===== config.mk =====
export PLATFORM = sky130hd
export DESIGN_NAME = ack_retry_sender_controller_top
export DESIGN_NICKNAME = d
export VERILOG_FILES = /design/src/acsc_pkg.sv /design/src/acsc_cfg.sv /design/src/acsc_step.sv /design/src/ack_retry_sender_controller_top.sv
export SDC_FILE = /design/constraint.sdc
export NUM_CORES = 1
export LEC_CHECK = 0
export BUFFER_PORTS_ARGS = -buffer_cell sky130_fd_sc_hd__buf_2
export CAP_MARGIN = 20
export CORE_MARGIN = 4
export CORE_UTILIZATION = 40
export CTS_CLUSTER_DIAMETER = 100
export CTS_CLUSTER_SIZE = 30
export DETAILED_ROUTE_END_ITERATION = 12
export GPL_TIMING_DRIVEN = 0
export PLACE_DENSITY = 0.55
export SYNTH_ARGS = -nofsm -noshare
export SYNTH_HDL_FRONTEND = slang
export SYNTH_HIERARCHICAL = 1
export SYNTH_SLANG_ARGS = --single-unit

===== constraint.sdc =====
create_clock -name clk -period 5.2 [get_ports clk]
set_clock_uncertainty 0.05 [all_clocks]
set_input_delay 0.78 -clock clk [delete_from_list [all_inputs] [get_ports clk]]
set_output_delay 0.78 -clock clk [all_outputs]
set_load 0.005 [all_outputs]

===== src/acsc_pkg.sv =====
// Shared types and constants for the ack/retry sender controller.
`default_nettype none

package acsc_pkg;

  // Field widths
  localparam int DevW    = 8;
  localparam int ShiftW  = 16;
  localparam int TmoW    = 16;
  localparam int RetryW  = 8;
  localparam int TimeW   = 24;
  localparam int SensorW = 8;
  localparam int CfgIdxW = 3;
  localparam int CfgDatW = 24;
  localparam int OutDatW = 24;

  // Configuration register indexes
  localparam logic [CfgIdxW-1:0] REG_DEVICE_ID      = 3'd0;
  localparam logic [CfgIdxW-1:0] REG_TIME_SHIFT_MS  = 3'd1;
  localparam logic [CfgIdxW-1:0] REG_RECEIPT_TMO_MS = 3'd2;
  localparam logic [CfgIdxW-1:0] REG_RETRY_LIMIT    = 3'd3;
  localparam logic [CfgIdxW-1:0] REG_SLEEP_MS       = 3'd4;
  localparam logic [CfgIdxW-1:0] REG_SENSOR_COUNT   = 3'd5;

  // Reset values of the registers
  localparam logic [TmoW-1:0]   RST_RECEIPT_TMO = 16'd1000;
  localparam logic [RetryW-1:0] RST_RETRY_LIMIT = 8'd3;
  localparam logic [TimeW-1:0]  RST_SLEEP_MS    = 24'd60000;

  // Saturation point of the millisecond counter
  localparam logic [TimeW-1:0] ELAPSED_MAX = {TimeW{1'b1}};

  // Input beat kinds
  localparam logic OP_TICK    = 1'b0;
  localparam logic OP_RECEIPT = 1'b1;

  // Controller modes
  typedef enum logic [1:0] {
    MODE_SEND  = 2'd0,
    MODE_WAIT  = 2'd1,
    MODE_REST  = 2'd2
  } mode_t;

  // Register file contents plus the precomputed retry stagger
  typedef struct packed {
    logic [DevW-1:0]    device_id;
    logic [TmoW-1:0]    receipt_timeout_ms;
    logic [RetryW-1:0]  retry_limit;
    logic [TimeW-1:0]   sleep_ms;
    logic [SensorW-1:0] sensor_count;
    logic [TimeW-1:0]   stagger_ms;
  } cfg_t;

  // One result beat
  typedef struct packed {
    logic               receipt_matched;
    logic [7:0]         fail_count;
    logic [1:0]         mode;
    logic [SensorW-1:0] sensor_index;
    logic               send_now;
  } res_t;

endpackage

`default_nettype wire


===== src/acsc_cfg.sv =====
// Configuration register file and registered stagger product.
`default_nettype none

module acsc_cfg
  import acsc_pkg::*;
(
  input  wire logic               clk,
  input  wire logic               rst,
  input  wire logic               wr_en,
  input  wire logic [CfgIdxW-1:0] wr_index,
  input  wire logic [CfgDatW-1:0] wr_data,
  output cfg_t                    cfg
);

  logic [DevW-1:0]    device_id;
  logic [ShiftW-1:0]  time_shift_ms;
  logic [TmoW-1:0]    receipt_timeout_ms;
  logic [RetryW-1:0]  retry_limit;
  logic [TimeW-1:0]   sleep_ms;
  logic [SensorW-1:0] sensor_count;
  logic [TimeW-1:0]   stagger_ms;

  // Register writes; indexes past the list are dropped
  always_ff @(posedge clk) begin
    if (rst) begin
      device_id          <= '0;
      time_shift_ms      <= '0;
      receipt_timeout_ms <= RST_RECEIPT_TMO;
      retry_limit        <= RST_RETRY_LIMIT;
      sleep_ms           <= RST_SLEEP_MS;
      sensor_count       <= '0;
    end else if (wr_en) begin
      unique case (wr_index)
        REG_DEVICE_ID:      device_id          <= wr_data[DevW-1:0];
        REG_TIME_SHIFT_MS:  time_shift_ms      <= wr_data[ShiftW-1:0];
        REG_RECEIPT_TMO_MS: receipt_timeout_ms <= wr_data[TmoW-1:0];
        REG_RETRY_LIMIT:    retry_limit        <= wr_data[RetryW-1:0];
        REG_SLEEP_MS:       sleep_ms           <= wr_data[TimeW-1:0];
        REG_SENSOR_COUNT:   sensor_count       <= wr_data[SensorW-1:0];
        default: ;
      endcase
    end
  end

  // 16x8 product, registered; fits 24 bits exactly
  always_ff @(posedge clk) begin
    if (rst) begin
      stagger_ms <= '0;
    end else begin
      stagger_ms <= TimeW'(time_shift_ms * device_id);
    end
  end

  assign cfg.device_id          = device_id;
  assign cfg.receipt_timeout_ms = receipt_timeout_ms;
  assign cfg.retry_limit        = retry_limit;
  assign cfg.sleep_ms           = sleep_ms;
  assign cfg.sensor_count       = sensor_count;
  assign cfg.stagger_ms         = stagger_ms;

endmodule

`default_nettype wire


===== src/acsc_step.sv =====
// Controller state and the combinational step for one tick or receipt.
`default_nettype none

module acsc_step
  import acsc_pkg::*;
(
  input  wire logic            clk,
  input  wire logic            rst,
  input  wire logic            en,
  input  wire logic            op,
  input  wire logic [DevW-1:0] dest,
  input  wire cfg_t            cfg,
  output res_t                 res
);

  mode_t              mode_reg, mode_reg_next;
  logic [TimeW-1:0]   elapsed_ms, elapsed_ms_next;
  logic [TimeW-1:0]   send_wait_ms, send_wait_ms_next;
  logic [SensorW-1:0] sensor_pos, sensor_pos_next;
  logic [7:0]         fail_counter, fail_counter_next;
  logic               receipt_flag, receipt_flag_next;

  logic [TimeW-1:0]   elapsed_inc;
  logic [SensorW:0]   pos_inc;
  logic [8:0]         fails_inc;
  logic               send_now;
  logic               matched;

  assign elapsed_inc = (elapsed_ms == ELAPSED_MAX) ? elapsed_ms : elapsed_ms + 1'b1;
  assign pos_inc     = {1'b0, sensor_pos} + 1'b1;
  assign fails_inc   = {1'b0, fail_counter} + 1'b1;

  // Next-state logic
  always_comb begin
    mode_reg_next     = mode_reg;
    elapsed_ms_next   = elapsed_ms;
    send_wait_ms_next = send_wait_ms;
    sensor_pos_next   = sensor_pos;
    fail_counter_next = fail_counter;
    receipt_flag_next = receipt_flag;
    send_now          = 1'b0;
    matched           = 1'b0;

    if (op == OP_RECEIPT) begin
      if (dest == cfg.device_id) begin
        receipt_flag_next = 1'b1;
        matched           = 1'b1;
      end
    end else begin
      elapsed_ms_next = elapsed_inc;
      if (cfg.sensor_count != '0) begin
        unique case (mode_reg)
          MODE_WAIT: begin
            if (receipt_flag) begin
              fail_counter_next = '0;
              elapsed_ms_next   = '0;
              if (pos_inc >= {1'b0, cfg.sensor_count}) begin
                sensor_pos_next = '0;
                mode_reg_next   = MODE_REST;
              end else begin
                sensor_pos_next   = pos_inc[SensorW-1:0];
                send_wait_ms_next = '0;
                mode_reg_next     = MODE_SEND;
              end
            end else if (elapsed_inc > TimeW'(cfg.receipt_timeout_ms)) begin
              elapsed_ms_next = '0;
              if (fails_inc < {1'b0, cfg.retry_limit}) begin
                fail_counter_next = fails_inc[7:0];
                send_wait_ms_next = cfg.stagger_ms;
                mode_reg_next     = MODE_SEND;
              end else begin
                fail_counter_next = '0;
                mode_reg_next     = MODE_REST;
              end
            end
          end
          MODE_REST: begin
            if (elapsed_inc > cfg.sleep_ms) begin
              mode_reg_next   = MODE_SEND;
              elapsed_ms_next = '0;
            end
          end
          default: begin
            // send pending; the unused code falls in here too
            mode_reg_next = MODE_SEND;
            if (elapsed_inc > send_wait_ms) begin
              receipt_flag_next = 1'b0;
              mode_reg_next     = MODE_WAIT;
              send_now          = 1'b1;
              elapsed_ms_next   = '0;
            end
          end
        endcase
      end
    end
  end

  // State registers
  always_ff @(posedge clk) begin
    if (rst) begin
      mode_reg     <= MODE_SEND;
      elapsed_ms   <= '0;
      send_wait_ms <= '0;
      sensor_pos   <= '0;
      fail_counter <= '0;
      receipt_flag <= 1'b0;
    end else if (en) begin
      mode_reg     <= mode_reg_next;
      elapsed_ms   <= elapsed_ms_next;
      send_wait_ms <= send_wait_ms_next;
      sensor_pos   <= sensor_pos_next;
      fail_counter <= fail_counter_next;
      receipt_flag <= receipt_flag_next;
    end
  end

  // Result fields reflect the state after the step
  assign res.send_now        = send_now;
  assign res.sensor_index    = sensor_pos_next;
  assign res.mode            = mode_reg_next;
  assign res.fail_count      = fail_counter_next;
  assign res.receipt_matched = matched;

endmodule

`default_nettype wire


===== src/ack_retry_sender_controller_top.sv =====
// Top level of the ack/retry sender controller: beat registers around the step.
//
//  channel | dir | beat fields
//  s_*     | in  | tuser: operation; tdata: receipt_device
//  m_*     | out | tdata: send_now, sensor_index, mode, fail_count, receipt_matched
//  cfg_*   | in  | cfg_index: register number; cfg_data: value
//
// One beat per cycle sustained while m_tready is high; a result passes through the input
// register, then the step logic into the result register.
// The retry stagger product is registered in the cycle after a device_id or
// time_shift_ms write. Reset is synchronous and clears all control state.
// A stalled result holds; one more input beat is taken in behind it.
`default_nettype none

module ack_retry_sender_controller_top
  import acsc_pkg::*;
(
  input  wire logic               clk,
  input  wire logic               rst,
  // input stream
  input  wire logic               s_tvalid,
  output      logic               s_tready,
  input  wire logic [7:0]         s_tdata,   // [7:0] receipt_device
  input  wire logic               s_tuser,   // [0] operation
  // result stream
  output      logic               m_tvalid,
  input  wire logic               m_tready,
  output      logic [OutDatW-1:0] m_tdata,   // [0] send_now, [8:1] sensor_index,
                                             // [10:9] mode, [18:11] fail_count,
                                             // [19] receipt_matched, [23:20] zero
  // configuration writes
  input  wire logic               cfg_valid,
  output      logic               cfg_ready,
  input  wire logic [CfgIdxW-1:0] cfg_index,
  input  wire logic [CfgDatW-1:0] cfg_data
);

  cfg_t            cfg;
  res_t            res;
  logic            in_valid;
  logic            in_op;
  logic [DevW-1:0] in_dest;
  logic            advance;
  res_t            out_res;

  assign cfg_ready = 1'b1;

  acsc_cfg u_cfg (
    .clk      (clk),
    .rst      (rst),
    .wr_en    (cfg_valid && cfg_ready),
    .wr_index (cfg_index),
    .wr_data  (cfg_data),
    .cfg      (cfg)
  );

  // Handshake: step fires when the result register is free or draining
  assign advance  = in_valid && (!m_tvalid || m_tready);
  assign s_tready = !in_valid || advance;

  // Input register
  always_ff @(posedge clk) begin
    if (rst) begin
      in_valid <= 1'b0;
    end else if (s_tready) begin
      in_valid <= s_tvalid;
    end
  end

  always_ff @(posedge clk) begin
    if (s_tready && s_tvalid) begin
      in_op   <= s_tuser;
      in_dest <= s_tdata;
    end
  end

  acsc_step u_step (
    .clk  (clk),
    .rst  (rst),
    .en   (advance),
    .op   (in_op),
    .dest (in_dest),
    .cfg  (cfg),
    .res  (res)
  );

  // Result register
  always_ff @(posedge clk) begin
    if (rst) begin
      m_tvalid <= 1'b0;
    end else if (advance) begin
      m_tvalid <= 1'b1;
    end else if (m_tready) begin
      m_tvalid <= 1'b0;
    end
  end

  always_ff @(posedge clk) begin
    if (advance) begin
      out_res <= res;
    end
  end

  assign m_tdata = {4'b0, out_res.receipt_matched, out_res.fail_count, out_res.mode,
                    out_res.sensor_index, out_res.send_now};

endmodule

`default_nettype wire


==> results of run 1 <==
[path summary, 6_finish.rpt]
check	startpoint	endpoint	slack (ns)	cells past startpoint
min	u_cfg/stagger_ms[14]$_SDFF_PP0_	u_step/send_wait_ms[14]$_SDFFE_PP0P_	0.39	2
max	u_cfg/device_id[7]$_SDFFE_PP0P_	u_cfg/stagger_ms[23]$_SDFF_PP0_	0.20	16
min reg2reg	u_cfg/stagger_ms[14]$_SDFF_PP0_	u_step/send_wait_ms[14]$_SDFFE_PP0P_	0.39	2
max reg2reg	u_cfg/device_id[7]$_SDFFE_PP0P_	u_cfg/stagger_ms[23]$_SDFF_PP0_	0.20	16
[power by group]
| part | switching [uW] | total [uW] | internal, uW |
|---|---|---|---|
| clock network | 602 | 1140 | 535 |
| logic | 190 | 302 | 111 |
| registers | 32.6 | 1650 | 1610 |
[layer usage]
layer / share of wire / vias to the layer above / wire [um] / GRT usage
met4: 0.032 / 0 / 1300 / 0.0594
met3: 0.038 / 49 / 1570 / 0.0164
met2: 0.48 / 247 / 19800 / 0.356
li1: - / 5954 / - / -
met1: 0.45 / 5901 / 18200 / 0.278
met5: 0 / - / 0 / 0
[timing repair]
item | CTS | global route
setup endpoints to repair | 80 | 67
hold buffers | 0 | 0
buffers inserted | 0 | 1
hold endpoints to repair | 0 | 0
pin swaps | 0 | 1
gates resized for setup | 20 | 31
[placed cells by master (no fill, tap or decap), drive strengths merged, types with 27 or more instances in the layout]
cell type,n
inv,192
fa,84
edfxtp,29
nand2,273
nor2,73
a21oi,152
ha,128
nand3,38
clkbuf,74
buf,85
dfxtp,173
nand3b,41
a21o,27
and2,103
xnor2,34
o21ai,44
[synth_stat cells (17+ instances only)]
cell / number / area, um^2
edfxtp_1: 29 / 871
and3_1: 17 / 106
nor2b_1: 19 / 119
nand4_1: 24 / 150
nor2_1: 73 / 274
a21oi_1: 150 / 751
dfxtp_1: 173 / 3460
o21ai_0: 38 / 190
nand2_1: 273 / 1020
a21o_1: 27 / 203
inv_1: 190 / 713
nand3_1: 38 / 190
xnor2_1: 34 / 298
ha_1: 128 / 1600
nor3_1: 17 / 85.1
xor2_1: 17 / 149
fa_1: 84 / 1680
nand3b_1: 40 / 300
a22o_1: 24 / 210
and2_1: 101 / 632
clkbuf_1: 61 / 229
[stage by stage]
step | utilization | total power (uW) | setup slack (ns)
6_report | 0.450 | 3080 | 0.197
3_5_place_dp | 0.434 | 1980 | -1.00
2_1_floorplan | - | 1860 | 0.427
3_3_place_gp | 0.434 | 1980 | -1.01
4_1_cts | 0.448 | 3130 | 0.00713
5_1_grt | 0.450 | 3220 | 0.0107
[kinds of logic (layout without fill, tap and decap cells)]
group / Yosys count / in the layout
other: 2 / 5
buffers and inverters: 276 / 358
XOR/XNOR: 51 / 51
adder cells (fa/ha/maj): 212 / 212
AO/OA/AOI/OAI: 321 / 321
flip-flops: 202 / 202
multiplexers: 9 / 9
AND/OR/NAND/NOR: 665 / 665
[area by class of cell]
| class | count | area (um^2) | area share |
|---|---|---|---|
| clock inverters | 8 | 111 | 0.00689 |
| clock buffers | 13 | 325 | 0.0201 |
| flip-flops and latches | 202 | 4360 | 0.270 |
| inverters | 191 | 717 | 0.0443 |
| plain buffers | 84 | 423 | 0.0262 |
| well taps | 461 | 577 | 0.0357 |
| repair buffers | 62 | 315 | 0.0195 |
| multi-input cells | 1263 | 9340 | 0.578 |
[worst max-delay path, stage by stage (launching register included)]
cell      delay [ns]
dfxtp_4         0.41
clkbuf_4        0.21
and2_1          0.18
fa_1            0.51
fa_1            0.53
fa_1            0.54
inv_1           0.06
fa_1            0.56
inv_1           0.05
ha_1            0.26
buf_2           0.19
and4_1          0.26
nand3_1         0.12
a211oi_1        0.33
nor4_1          0.13
or3_1           0.36
a21oi_1         0.15
==> results.tsv, run 1 <==
metric	value	unit
status	completed	
cts.clk_slew.worst_paths	0.11	ns
drtIter0Drc	624	
hold_viol	0	
coreArea	35900	um^2
ant_nets	0	
clock-sinks	202	
diodes	0	
synth_mux_area_frac	0.00664	
top_level_ports	68	
start_util	0.409	
synth-seq-area-share	0.295	
cts-buffers-inserted	13	
arrival	5.34	ns
grt_use_total	0.206	
end_kind	register	
htree_levels	1	
synth_top_family_by_area	simple AND/OR/NAND/NOR gates	
grt_max_degree	30	
fillers	3599	
p_leak	0.00717	uW
yosys_most_used_dff	dfxtp_1	
hold_class	reg2reg	
dieArea	39900	um^2
cts_tree	done	
dp_hpwl	32.1	mm
synthXorXnorAreaFrac	0.0304	
period_share	0.962	
cts_root_buf	clkbuf_16	
worstPathMaxFanout	10	
gp_congestion	0.861	
synth_compound_area_frac	0.137	
power_density	191	nW/um^2
ir_drop	209	uV
setup_viol	0	
wl	40.9	mm
design_area	16200	um^2
hold_ws	0.390	ns
drive_gt1_frac	0.0900	
fin_nets	2070	
dpl.cell_count	2263	
wl_per_cell	17.9	um
worst_pin_slew	1.09	ns
ys_ff_latch	202	
die_y	200	um
rows	69	
max_slew_margin	0.270	
timing.fmax	0.200	GHz
synth_simple_gate_area_frac	0.231	
io_buffers	60	
remaining_drc_errors	0	
fin_cells	2284	
syn_area_per_cell	8.45	um^2
path_class	reg2reg	
dieWidth	200	um
yosys_warnings	6	
grt_pass1_vias	11900	
finalMaxSlewViolations	0	
drv_cap	0	
synth-edff-count	29	
syn_to_final_growth	10.0	%
synthAdderAreaFrac	0.223	
async_reset_ff_frac	0	
antenna_found_initial	0	
cp.required	5.53	ns
startpoint_type	register	
dr_total_vias	12200	
tns	0	ns
min_period	5.00	ns
synth.distinct_cells	85	
clkLatencyLatePin	0.49	ns
rsz0062_at_grt	false	
synth_area	14700	um^2
syn-instance-count	1738	
clk_path_buf_depth	3	
via_per_inst	5.32	
dpl_cell_area	15600	um^2
grt_overflow	0	
grt_pass1_wl	65.1	mm
firstDrtPassIters	5	
Power figures use the tool's default switching activity.
==> run 2: changes to the inputs <==
- PLACE_DENSITY: 0.55 -> 0.58
==> results.tsv, run 2 (synthesized netlist as in run 1, its figures left out) <==
metric	value	unit
rows	69	
htree_levels	1	
remaining_drc_errors	0	
grt_pass1_vias	12000	
p_leak	0.00716	uW
fillers	3575	
hold_viol	0	
r2r-end	u_cfg/stagger_ms[21]$_SDFF_PP0_	
hold_ws	0.402	ns
cp.required	5.53	ns
arrival	5.36	ns
dp_hpwl	31.4	mm
slowest_stage	fa_1	
ant_nets	0	
worstPathMaxFanout	10	
period_share	0.967	
min_period	5.03	ns
fin_nets	2070	
worst_pin_slew	1.12	ns
clock-sinks	202	
drv_cap	0	
status	completed	
syn_to_final_growth	9.81	%
antenna_found_initial	0	
clk_path_buf_depth	3	
ir_drop	177	uV
power_density	188	nW/um^2
dieArea	39900	um^2
rsz0062_at_grt	false	
hold_class	in2reg	
dr_total_vias	12100	
crit_path_end	u_cfg/stagger_ms[21]$_SDFF_PP0_	
cts.clk_slew.worst_paths	0.12	ns
coreArea	35900	um^2
cts-buffers-inserted	12	
grt_max_degree	32	
start_util	0.409	
crit_cells	16	
finalMaxSlewViolations	0	
startpoint_type	register	
timing.fmax	0.199	GHz
path_class	reg2reg	
reg2reg_slack	0.17	ns
io_buffers	60	
cts_tree	done	
setup.worst_path.start	u_cfg/device_id[5]$_SDFFE_PP0P_	
cpMostUsedCell	fa_1	
cts_root_buf	clkbuf_16	
crit_buf_inv	4	
firstDrtPassIters	6	
drtIter0Drc	936	
wl	40.1	mm
r2r-start	u_cfg/device_id[5]$_SDFFE_PP0P_	
most-common-layout-cells	273 x nand2_1, 190 x inv_1, 167 x dfxtp_1, 148 x a21oi_1, 128 x ha_1	
dieWidth	200	um
clkLatencyLatePin	0.49	ns
path_delay_family	adder cells	
drive_gt1_frac	0.0878	
grt_use_total	0.203	
grt_overflow	0	
wl_per_cell	17.6	um
final_common_cell	nand2_1	
end_kind	register	
path_cells	clkbuf_4, and2_1, fa_1, fa_1, fa_1, inv_1, fa_1, inv_1, ha_1, buf_2, and4_1, nand3_1, o22ai_1, or3_4, o21ai_2, mux2_1	
grt_pass1_wl	64.9	mm
die_y	200	um
layout.area.seq	4350	um^2
diodes	0	
max_stage_delay	0.58	ns
max_slew_margin	0.252	
multi_input_area	9340	um^2
r2r_cells	16	
setup_viol	0	
tns	0	ns
top_level_ports	68	
via_per_inst	5.29	
gp_congestion	0.901	
run 2: cell types whose count changed in the layout (fill, tap and decap cells not counted), sizes merged:
cell      previous run  this run
bufinv               1         0
clkinv               5         3
inv                192       193
clkinvlp             1         0
clkbuf              74        76
run 2: how the worst min path moves through the flow:
stage	start	end	slack, ns	cells past startpoint
2_1_floorplan	u_step/send_wait_ms[1]$_SDFFE_PP0P_	u_step/send_wait_ms[1]$_SDFFE_PP0P_	0.38	2
3_3_place_gp	u_step/send_wait_ms[5]$_SDFFE_PP0P_	u_step/send_wait_ms[5]$_SDFFE_PP0P_	0.39	2
3_5_place_dp	u_step/send_wait_ms[23]$_SDFFE_PP0P_	u_step/send_wait_ms[23]$_SDFFE_PP0P_	0.40	2
4_1_cts	s_tdata[5]	in_dest[5]$_DFFE_PP_	0.39	1
5_1_grt	s_tdata[4]	in_dest[4]$_DFFE_PP_	0.38	1
6_report	s_tdata[5]	in_dest[5]$_DFFE_PP_	0.40	1
run 2: per-stage QoR:
step | area (um^2) | setup WS [ns] | utilization | instances | power [uW]
final | 16100 | 0.171 | 0.449 | 2283 | 3040
after global routing | 16100 | 0.00819 | 0.449 | 2283 | 3160
after floorplan | 14700 | 0.427 | - | 1741 | 1860
after global placement | 15600 | -1.03 | 0.434 | 2262 | 1970
after detailed placement | 15600 | -1.06 | 0.434 | 2263 | 1980
after CTS | 16000 | 0.0102 | 0.447 | 2282 | 3070
run 2: final cells by class:
class / instances / share of cell area
plain buffers: 85 / 0.0265
clock buffers: 14 / 0.0204
clock inverters: 5 / 0.00473
inverters: 191 / 0.0444
multi-input cells: 1263 / 0.579
flip-flops and latches: 202 / 0.270
well taps: 461 / 0.0358
repair buffers: 62 / 0.0194
run 2: metal layers:
metal	vias to the layer above	wire length, um	global-route usage
met3	56	1390	0.0152
met4	0	1220	0.0541
met1	5818	18300	0.275
met5	-	0	0
met2	240	19200	0.353
li1	5958	-	-
run 2: repair_timing:
item                                   CTS  global route
hold buffers                             0             0
setup endpoints to repair               80            72
gates resized for setup                 19            31
pin swaps                                0             1
endpoints found under the hold margin    0             0
buffers inserted                         0             1
run 2: where the power goes:
group	switching (uW)	leakage [uW]	internal [uW]
Sequential	31.5	0.00167	1610
Clock	601	0.000198	491
Combinational	190	0.00529	112
==> run 3: changes to the inputs <==
- CORE_UTILIZATION: 40 -> 60
- PLACE_DENSITY: 0.58 -> 0.8
- SKIP_LAST_GASP: not set -> 1
==> results.tsv, run 3 (synthesized netlist as in run 1, its figures left out) <==
metric	value	unit
dpl.cell_count	2126	
worst_slack	0.200	ns
hold_class	reg2reg	
diodes	0	
r2r_cells	16	
dieArea	27100	um^2
syn_to_final_growth	7.89	%
r2r-start	u_cfg/device_id[7]$_SDFFE_PP0P_	
drive_gt1_frac	0.0858	
hold_depth	2	
max_stage_delay	0.56	ns
grt_pass1_wl	60.3	mm
timing.fmax	0.200	GHz
drv_cap	0	
end_kind	register	
path_cells	clkbuf_4, and2_1, fa_1, fa_1, fa_1, inv_1, fa_1, inv_1, ha_1, buf_2, and4_1, nand3_1, o22ai_1, or3_4, o21ai_2, mux2_1	
clock-sinks	202	
hold_viol	0	
startpoint_type	register	
io_buffers	60	
cpMostUsedCell	fa_1	
dpl_cell_area	15400	um^2
max_slew_margin	0.318	
min_period	5.00	ns
antenna_found_initial	0	
cts_tree	done	
hp-start	u_step/send_wait_ms[1]$_SDFFE_PP0P_	
wl_per_cell	17.6	um
design_area	15900	um^2
dp_slack	-0.706	ns
hold_end	u_step/send_wait_ms[1]$_SDFFE_PP0P_	
die_y	164	um
fin_cells	2142	
remaining_drc_errors	0	
path_delay_family	adder cells	
power_density	180	nW/um^2
dr_total_vias	12500	
dp_hpwl	29.4	mm
reg2reg_slack	0.20	ns
drtIter0Drc	1158	
fillers	1999	
grt_pass1_vias	12000	
arrival	5.30	ns
via_per_inst	5.82	
fin_nets	2069	
dieWidth	164	um
clk_path_buf_depth	3	
finalMaxSlewViolations	0	
crit_buf_inv	4	
status	completed	
slowest_stage	fa_1	
top_level_ports	68	
ant_nets	0	
start_util	0.608	
path_class	reg2reg	
grt_overflow	0	
r2r-end	u_cfg/stagger_ms[21]$_SDFF_PP0_	
grt_use_total	0.277	
firstDrtPassIters	8	
period_share	0.961	
cts-buffers-inserted	10	
ir_drop	172	uV
htree_levels	1	
worstPathMaxFanout	10	
cts.clk_slew.worst_paths	0.11	ns
grt_max_degree	32	
cts_root_buf	clkbuf_16	
coreArea	24200	um^2
cp.required	5.50	ns
rows	57	
setup_viol	0	
p_leak	0.00711	uW
worst_pin_slew	1.02	ns
final_common_cell	nand2_1	
wl	37.7	mm
clkLatencyLatePin	0.48	ns
most-common-layout-cells	273 x nand2_1, 190 x inv_1, 167 x dfxtp_1, 148 x a21oi_1, 127 x ha_1	
gp_congestion	0.963	
finalPower	2850	uW
[run 3: power breakdown]
group          internal [uW]  leakage (uW)  switching [uW]
Combinational            115       0.00528             187
Sequential              1610       0.00167            30.9
Clock                    404      0.000148             498
[run 3: routing by layer]
metal / share of wire / GRT usage / vias up
li1: - / - / 5973
met1: 0.41 / 0.354 / 5947
met2: 0.49 / 0.485 / 455
met3: 0.057 / 0.0262 / 85
met4: 0.040 / 0.111 / 0
met5: 0 / 0 / -
[run 3: metrics by stage]
stage	setup TNS [ns]	utilization	hold slack, ns
2_1_floorplan	0	-	0.382
3_3_place_gp	-22.86	0.637	0.389
3_5_place_dp	-25.30	0.638	0.397
4_1_cts	0	0.652	0.412
5_1_grt	-0.00384	0.656	0.401
6_report	0	0.656	0.408
[run 3: layout make-up]
class | count | area, um^2 | share of cell area
Multi-Input combinational cell | 1263 | 9330 | 0.588
Sequential cell | 202 | 4350 | 0.275
Inverter | 191 | 717 | 0.0452
Buffer | 85 | 427 | 0.0269
Tap cell | 324 | 405 | 0.0256
Timing Repair Buffer | 63 | 320 | 0.0202
Clock buffer | 13 | 293 | 0.0185
Clock inverter | 1 | 8.76 | 0.000553
[run 3: how the worst max path moves through the flow]
stage | from | endpoint | slack, ns | cells past startpoint
floorplan | u_cfg/device_id[5]$_SDFFE_PP0P_ | u_cfg/stagger_ms[21]$_SDFF_PP0_ | 0.43 | 16
global placement | u_step/elapsed_ms[0]$_SDFFE_PP0P_ | u_step/send_wait_ms[17]$_SDFFE_PP0P_ | -0.68 | 19
detailed placement | u_step/elapsed_ms[0]$_SDFFE_PP0P_ | u_step/send_wait_ms[17]$_SDFFE_PP0P_ | -0.71 | 19
CTS | u_cfg/device_id[6]$_SDFFE_PP0P_ | u_cfg/stagger_ms[23]$_SDFF_PP0_ | 0.01 | 16
global route | u_step/elapsed_ms[0]$_SDFFE_PP0P_ | u_step/send_wait_ms[14]$_SDFFE_PP0P_ | -0.004 | 22
finish | u_cfg/device_id[7]$_SDFFE_PP0P_ | u_cfg/stagger_ms[21]$_SDFF_PP0_ | 0.20 | 16
[run 3: worst min-delay path, stage by stage, from the launching register on]
cell and delay [ns]:
dfxtp_1 0.32, nand2_1 0.05, a21oi_1 0.05
[run 3: what timing repair did]
item	CTS	global route
hold buffers	0	0
setup endpoints to repair	78	69
gates resized for setup	15	33
setup buffers	1	1
pin swaps	1	1
